## src/rtl/bhc_pkg.sv

```systemverilog
`timescale 1ns / 1ps
// ----------------------------------------------------------------------------
// bhc_pkg
// Shared types and constants of the barcode Hamming classifier.
// ----------------------------------------------------------------------------
package bhc_pkg;

  localparam int ENTRIES    = 128;
  localparam int CHARS      = 6;
  localparam int CHAR_W     = 8;
  localparam int BARCODE_W  = CHARS * CHAR_W;

  localparam int IDX_W      = (ENTRIES > 1) ? $clog2(ENTRIES) : 1;
  localparam int USED_W     = $clog2(ENTRIES + 1);
  localparam int DIST_W     = $clog2(CHARS + 2);

  localparam int ENTRY_W    = 7;
  localparam int SEL_W      = (ENTRY_W > IDX_W) ? ENTRY_W : IDX_W;
  localparam int CUT_W      = 3;
  localparam int INUSE_W    = 8;
  localparam int CFG_IDX_W  = 1;
  localparam int CFG_DATA_W = 8;
  localparam int VERDICT_W  = 2;
  localparam int MATCH_W    = 7;
  localparam int OUT_DIST_W = 3;
  localparam int TIE_W      = 8;
  localparam logic [TIE_W-1:0] TIE_MAX = {TIE_W{1'b1}};

  typedef enum logic [0:0] {
    KIND_WRITE    = 1'b0,
    KIND_CLASSIFY = 1'b1
  } kind_e;

  typedef enum logic [VERDICT_W-1:0] {
    VERDICT_UNIQUE = 2'd0,
    VERDICT_AMBIG  = 2'd1,
    VERDICT_NONE   = 2'd2
  } verdict_e;

  typedef enum logic [CFG_IDX_W-1:0] {
    CFG_CUTOFF = 1'b0,
    CFG_IN_USE = 1'b1
  } cfg_idx_e;

  // query token handed from cell to cell
  typedef struct packed {
    logic [BARCODE_W-1:0] barcode;
    logic [DIST_W-1:0]    cut;
    logic [USED_W-1:0]    used;
    logic [DIST_W-1:0]    best;
    logic [TIE_W-1:0]     ties;
    logic [IDX_W-1:0]     slot;
  } tok_t;

endpackage

```

## src/rtl/bhc_cell.sv

```systemverilog
`timescale 1ns / 1ps
// ----------------------------------------------------------------------------
// bhc_cell
// One table slot: holds a reference, scores a passing query against it and
// hands the updated query token to the next cell.
// ----------------------------------------------------------------------------
module bhc_cell (
  input  logic                          clk_i,
  input  logic                          rst_ni,
  input  logic [bhc_pkg::IDX_W-1:0]     idx_i,
  input  logic                          we_i,
  input  logic [bhc_pkg::BARCODE_W-1:0] wdata_i,
  input  logic                          v_i,
  input  bhc_pkg::tok_t                 tok_i,
  output logic                          v_o,
  output bhc_pkg::tok_t                 tok_o
);

  logic [bhc_pkg::BARCODE_W-1:0] ref_q;
  logic                          v_q;
  bhc_pkg::tok_t                 tok_q, tok_d;
  logic [bhc_pkg::DIST_W-1:0]    mism_cnt;

  always_ff @(posedge clk_i) begin
    if (we_i) begin
      ref_q <= wdata_i;
    end
  end

  always_comb begin
    mism_cnt = '0;
    for (int k = 0; k < bhc_pkg::CHARS; k++) begin
      if (ref_q[k*bhc_pkg::CHAR_W +: bhc_pkg::CHAR_W] !=
          tok_i.barcode[k*bhc_pkg::CHAR_W +: bhc_pkg::CHAR_W]) begin
        mism_cnt = mism_cnt + bhc_pkg::DIST_W'(1);
      end
    end
  end

  always_comb begin
    tok_d = tok_i;
    if (bhc_pkg::USED_W'(idx_i) < tok_i.used && mism_cnt <= tok_i.cut) begin
      priority if (mism_cnt < tok_i.best) begin
        tok_d.best = mism_cnt;
        tok_d.ties = bhc_pkg::TIE_W'(1);
        tok_d.slot = idx_i;
      end else if (mism_cnt == tok_i.best) begin
        if (tok_i.ties != bhc_pkg::TIE_MAX) begin
          tok_d.ties = tok_i.ties + bhc_pkg::TIE_W'(1);
        end
      end
    end
  end

  always_ff @(posedge clk_i or negedge rst_ni) begin
    if (!rst_ni) begin
      v_q <= 1'b0;
    end else begin
      v_q <= v_i;
    end
  end

  always_ff @(posedge clk_i) begin
    tok_q <= tok_d;
  end

  assign v_o   = v_q;
  assign tok_o = tok_q;

endmodule

```

## config.mk

```make
export PLATFORM = sky130hd
export DESIGN_NAME = bhc_cell
export DESIGN_NICKNAME = d
export VERILOG_FILES = /design/src/rtl/bhc_pkg.sv /design/src/rtl/bhc_cell.sv
export SDC_FILE = /design/constraint.sdc
export NUM_CORES = 1
export LEC_CHECK = 0
export ABC_CLOCK_PERIOD_IN_PS = 15000
export BUFFER_PORTS_ARGS = -buffer_cell sky130_fd_sc_hd__buf_2
export CAP_MARGIN = 30
export CORE_MARGIN = 4
export CORE_UTILIZATION = 49
export CTS_CLUSTER_DIAMETER = 60
export DETAILED_ROUTE_END_ITERATION = 16
export GPL_ROUTABILITY_DRIVEN = 0
export PLACE_DENSITY = 0.92
export SKIP_CTS_REPAIR_TIMING = 1
export SLEW_MARGIN = 40
export SYNTH_ARGS = -nofsm -noshare
export SYNTH_HDL_FRONTEND = slang
export SYNTH_SLANG_ARGS = --single-unit
```

## constraint.sdc

```tcl
create_clock -name clk_i -period 15 [get_ports clk_i]
set_input_delay 1.5 -clock clk_i [delete_from_list [all_inputs] [get_ports clk_i]]
set_output_delay 1.5 -clock clk_i [all_outputs]
set_load 0.1 [all_outputs]
```

---- Word level (Yosys, flattened, before mapping) ----
Cells that the tools add are included.
cells by class
  add/sub/neg operators ................... 6
  magnitude comparators ................... 3
  equality and inequality tests ........... 8
  mux-type cells .......................... 12
  reduce and logical (&&, ||, !) cells .... 1
operators by type and width
  cell                                          number
  inequality test 8 bit                         6
  2-to-1 mux 8 bit                              3
  2-to-1 mux 18 bit                             1
  2-to-1 mux 3 bit                              6
  adder 3 x 1 -> 3 bit, second input constant   5
  adder 8 x 1 -> 8 bit, second input constant   1
  less-than comparator 7 x 8 -> 1 bit           1
  inequality test 8 bit, second input constant  1
  2-to-1 mux 7 bit                              1
  == test 3 bit                                 1
  <= comparator 3 bit                           1
  less-than comparator 3 bit                    1
  logical AND 1 bit                             1
  2-to-1 mux 1 bit                              1
word-level totals
  flip-flop bits (word level) ............. 126
  input port bits ......................... 136
  output and inout bits ................... 78
  word-level logic and storage cells ...... 38

---- Depth between registers and ports, before layout ----
  depth in word-level cells ............... 16
  gate-level depth with buffers ........... 23
  mapped depth without buffers ............ 22

---- Least setup slack after synthesis ----
No wires, ideal clock.
  path kind ............................... input -> register
  start point ............................. in tok_i[35] in the netlist's numbering
  end point ............................... reg tok_q, in the netlist tok_o[11]
  library setup time ...................... 0.135 ns
  data arrival time ....................... 5.736 ns
  data required time ...................... 14.865 ns
  slack ................................... 9.129 ns
  stages on the path ...................... 20
  buffers on the path ..................... 1
  cells stage by stage .................... xor2_1 -> nor4_1 -> and4_1 -> ha_1 -> xnor2_1 -> ha_1 -> mux2_4 -> ha_1 -> mux2_4 -> ha_1 -> mux2_2 -> ha_1 -> nor2b_1 -> o21ai_0 -> a32oi_1 -> nor2_1 -> o211ai_2 -> buf_2 -> o311ai_0 -> o41ai_1
RTL lines
  what                  RTL line        text
  start, declared       bhc_cell.sv:14  input bhc_pkg::tok_t tok_i,
  end signal, assigned  bhc_cell.sv:64  tok_q <= tok_d;
  end, declared         bhc_cell.sv:21  bhc_pkg::tok_t tok_q, tok_d;

==> impl_metrics.sql <==
INSERT INTO impl_metrics (metric_group, metric, value, unit) VALUES
('route', 'dr.first_iter.drc_count', '85', ''),
('global_routing', 'global_route_usage_sum', '19.67', '%'),
('critical_path', 'timing.critical_path.mode_cell', 'sky130_fd_sc_hd__ha_1', ''),
('route', 'detail_route.wl_per_cell', '15.90', 'µm'),
('power', 'swShare', '31.12', '%'),
('power', 'pwr-share-seq', '39.5', '%'),
('synth', 'netlist_instances', '315', ''),
('job', 'timing.max_cap.violations', '0', ''),
('cts', 'h-tree-depth', '4', ''),
('synth', 'synth_fp_nets', '469', ''),
('synth', 'post_synth_design_cell_area', '4458', 'µm²'),
('synth', 'synth.yosys.seq_area_share', '67.47', '%'),
('critical_path', 'crit_family', 'adder cells', ''),
('floorplanning', 'io_pins', '214', ''),
('global_routing', 'global_route_wire_length_before_repair', '15530', 'µm'),
('timing', 'report.final.hold_viol_count', '0', ''),
('synth', 'synth.lib_cells_used.distinct', '44', ''),
('placed_design', 'preCtsSetupSlack', '8.523', 'ns'),
('timing', 'tightest_slew', '0.7957', 'ns'),
('power', 'power.leakage', '2.903', 'nW'),
('synth', 'ys_ff_latch', '126', ''),
('status', 'status', 'finished clean', ''),
('global_routing', 'number_of_antenna_violations_at_the_first_check_in_global_routing', '0', ''),
('timing', 'max_freq', '0.1673', 'GHz'),
('cts', 'cts.reportedPaths.clkPinSlew', '0.06', 'ns'),
('global_routing', 'via_count_of_the_first_global_routing_pass', '3449', ''),
('power', 'pwr-share-comb', '19.2', '%'),
('placed_design', 'buffer_ports.inserted', '213', ''),
('critical_path', 'worst-path-buf-inv', '2', ''),
('floorplanning', 'core_region_area', '8806', 'µm²'),
('power', 'vdd.ir_drop.worst', '101.6', 'µV'),
('timing', 'fin_crit_sh', '39.85', '%'),
('placed_design', 'dpl.hpwl', '8322', 'µm'),
('power', 'netSwitchingPower', '307.6', 'µW'),
('cells_and_area', 'nFillCells', '619', ''),
('cells_and_area', 'antennaDiodeCount', '0', ''),
('timing', 'setup_repair_after_global_routing_missed_its_margin', 'false', ''),
('route', 'dr_total_vias', '3275', ''),
('power', 'cell_internal_pwr', '680.8', 'µW'),
('route', 'drt_drc_violations_left', '0', ''),
('power', 'cellPowerDensity', '158.3', 'nW/µm²'),
('cells_and_area', 'final_cell_mix', '212 x sky130_fd_sc_hd__buf_2, 77 x sky130_fd_sc_hd__dfxtp_1, 48 x sky130_fd_sc_hd__edfxtp_1, 28 x sky130_fd_sc_hd__xor2_1, 26 x sky130_fd_sc_hd__xnor2_1', ''),
('synth', 'syn-mean-instance-area', '14.15', 'µm²'),
('cells_and_area', 'most_common_cell_after_layout_fill_and_taps_aside', 'sky130_fd_sc_hd__buf_2', ''),
('cts', 'clock_path_buffers', '2', ''),
('route', 'firstDrtPassIters', '4', ''),
('cells_and_area', 'nNetsFinal', '698', ''),
('synth', 'yosys_warning_count', '0', ''),
('cts', 'tritoncts', 'done', ''),
('timing', 'skew', '0.007092', 'ns'),
('cts', 'clock-sinks', '126', ''),
('cts', 'cts_buffer_count', '17', ''),
('critical_path', 'cp-start-kind', 'input pin', ''),
('timing', 'final.setup.tns', '0', 'ns'),
('critical_path', 'path_class', 'in -> reg', ''),
('critical_path', 'crit_path_cell_trace', 'buf_2 > xor2_1 > nor4_1 > nand4_1 > inv_1 > ha_1 > xnor2_1 > ha_1 > mux2_4 > ha_1 > mux2_4 > ha_1 > mux2_2 > ha_1 > nor2b_1 > o21ai_0 > a32oi_1 > nor2_1 > o211ai_2 > or4_1 > a21oi_1', ''),
('critical_path', 'timing.critical_path.to_type', 'flip-flop', ''),
('critical_path', 'critPathMaxFanout', '13', ''),
('critical_path', 'critPathLaunch', 'tok_i[38]', ''),
('route', 'viasPerCell', '4.925', ''),
('power', 'clock_power_share', '41.4', '%'),
('critical_path', 'timing.critical_path.slowest_stage_cell', 'sky130_fd_sc_hd__or4_1', ''),
('floorplanning', 'initial_utilization', '50.63', '%'),
('synth', 'async_reset_ff_share', '0.7937', '%'),
('timing', 'slew_headroom', '46.80', '%'),
('route', 'detail-route-antenna-nets', '0', ''),
('cts', 'cts_root_buf', 'sky130_fd_sc_hd__clkbuf_8', ''),
('critical_path', 'r2r_setup_slack', '9.76', 'ns'),
('synth', 'synthFlopType', 'sky130_fd_sc_hd__dfxtp_1', ''),
('synth', 'synth_enable_flop_cells', '48', ''),
('critical_path', 'crit-reg2reg-launch', 'ref_q[8]', '');
worst register-to-register path, delay by kind of cell, from the launching register on:
family	cells	cell delay [ns]
xor gates and xnor gates	2	0.48
and+or+nand+nor	5	1.34
adders and majority gates	5	1.38
AOI/OAI and AO/OA	4	0.67
buffers and inverters	1	0.09
muxes	3	0.84
DFF	1	0.39
registers in the layout, indices dropped and copies added (netlist names):
register	flops
v_o	1
tok_o	77
ref_q	48
per-stage QoR:
stage | utilization [%] | cell area [µm²] | hold WS [ns] | cells
2_1_floorplan | - | 4458 | 0.9041 | 315
3_3_place_gp | 64.11 | 5645 | 0.9731 | 633
3_5_place_dp | 64.14 | 5648 | 0.9924 | 633
4_1_cts | 70.91 | 6245 | 0.7415 | 665
5_1_grt | 70.91 | 6245 | 0.7388 | 665
6_report | 70.91 | 6245 | 0.7675 | 665
path summary, 6_finish.rpt:
path                                  end  cells past startpoint
worst max register to register  tok_o[12]                     20
max in group asynchronous             v_o                      1
worst min-delay path                  v_o                      1
worst min register to register  tok_o[16]                      5
worst max-delay path            tok_o[12]                     21
min in group clk_i              tok_o[16]                      5
layout make-up:
type                            instances  area, µm²  share of cell area (%)
Clock buffer                           17      414.1                   6.632
Clock inverter                         15      182.7                   2.925
Inverter                               16      60.06                  0.9617
Multi-Input combinational cell        170       1376                   22.04
Sequential cell                       126       3008                   48.17
Tap cell                              108      135.1                   2.164
Timing Repair Buffer                  213       1069                   17.11
kinds of logic after synthesis:
| logic type | after synthesis | share of synthesized area, % |
|---|---|---|
| flip-flops | 126 | 67.47 |
| XOR/XNOR | 55 | 11.11 |
| AND/OR/NAND/NOR | 53 | 6.203 |
| AO/OA/AOI/OAI | 31 | 5.108 |
| buffers and inverters | 19 | 1.656 |
| adder cells (fa/ha/maj) | 18 | 5.052 |
| multiplexers | 13 | 3.396 |
routing by layer:
layer  global-route usage [%]  part of all wire, %  up-vias
met5                        0                    0        -
met2                    36.13                   52      173
li1                         -                    -     1582
met1                    19.67                   37     1500
met4                    8.964                  1.7        0
met3                    7.109                  9.5       20
synth_stat cells (2+ instances only):
| library cell | n | area (µm²) |
|---|---|---|
| sky130_fd_sc_hd__nor2_1 | 10 | 37.54 |
| sky130_fd_sc_hd__nor3_1 | 2 | 10.01 |
| sky130_fd_sc_hd__dfxtp_1 | 77 | 1541 |
| sky130_fd_sc_hd__xor2_1 | 28 | 245.2 |
| sky130_fd_sc_hd__o211ai_2 | 2 | 25.02 |
| sky130_fd_sc_hd__mux2_4 | 2 | 30.03 |
| sky130_fd_sc_hd__nand4_1 | 6 | 37.54 |
| sky130_fd_sc_hd__nand3_1 | 5 | 25.02 |
| sky130_fd_sc_hd__nand2_1 | 11 | 41.29 |
| sky130_fd_sc_hd__ha_1 | 18 | 225.2 |
| sky130_fd_sc_hd__a21o_1 | 5 | 37.54 |
| sky130_fd_sc_hd__o31ai_1 | 2 | 15.01 |
| sky130_fd_sc_hd__edfxtp_1 | 48 | 1441 |
| sky130_fd_sc_hd__o21ai_1 | 2 | 10.01 |
| sky130_fd_sc_hd__mux2_2 | 8 | 90.09 |
| sky130_fd_sc_hd__and3_1 | 4 | 25.02 |
| sky130_fd_sc_hd__xnor2_1 | 26 | 227.7 |
| sky130_fd_sc_hd__inv_1 | 15 | 56.30 |
| sky130_fd_sc_hd__buf_2 | 2 | 10.01 |
| sky130_fd_sc_hd__or3_1 | 3 | 18.77 |
| sky130_fd_sc_hd__o22a_1 | 2 | 17.52 |
| sky130_fd_sc_hd__o21ai_0 | 5 | 25.02 |
| sky130_fd_sc_hd__nor4_1 | 6 | 37.54 |
| sky130_fd_sc_hd__a21oi_1 | 5 | 25.02 |
| sky130_fd_sc_hd__mux2i_1 | 2 | 20.02 |
power groups by stage:
stage                     combinational [mW]  clock, mW  sequential (mW)
after detailed placement               0.190          0            0.397
after global placement                 0.186          0            0.396
after global routing                   0.199      0.432            0.392
after floorplan                       0.0359          0            0.503
final                                  0.189      0.409            0.390
after CTS                              0.190      0.414            0.390
Power figures use the tool's default switching activity.
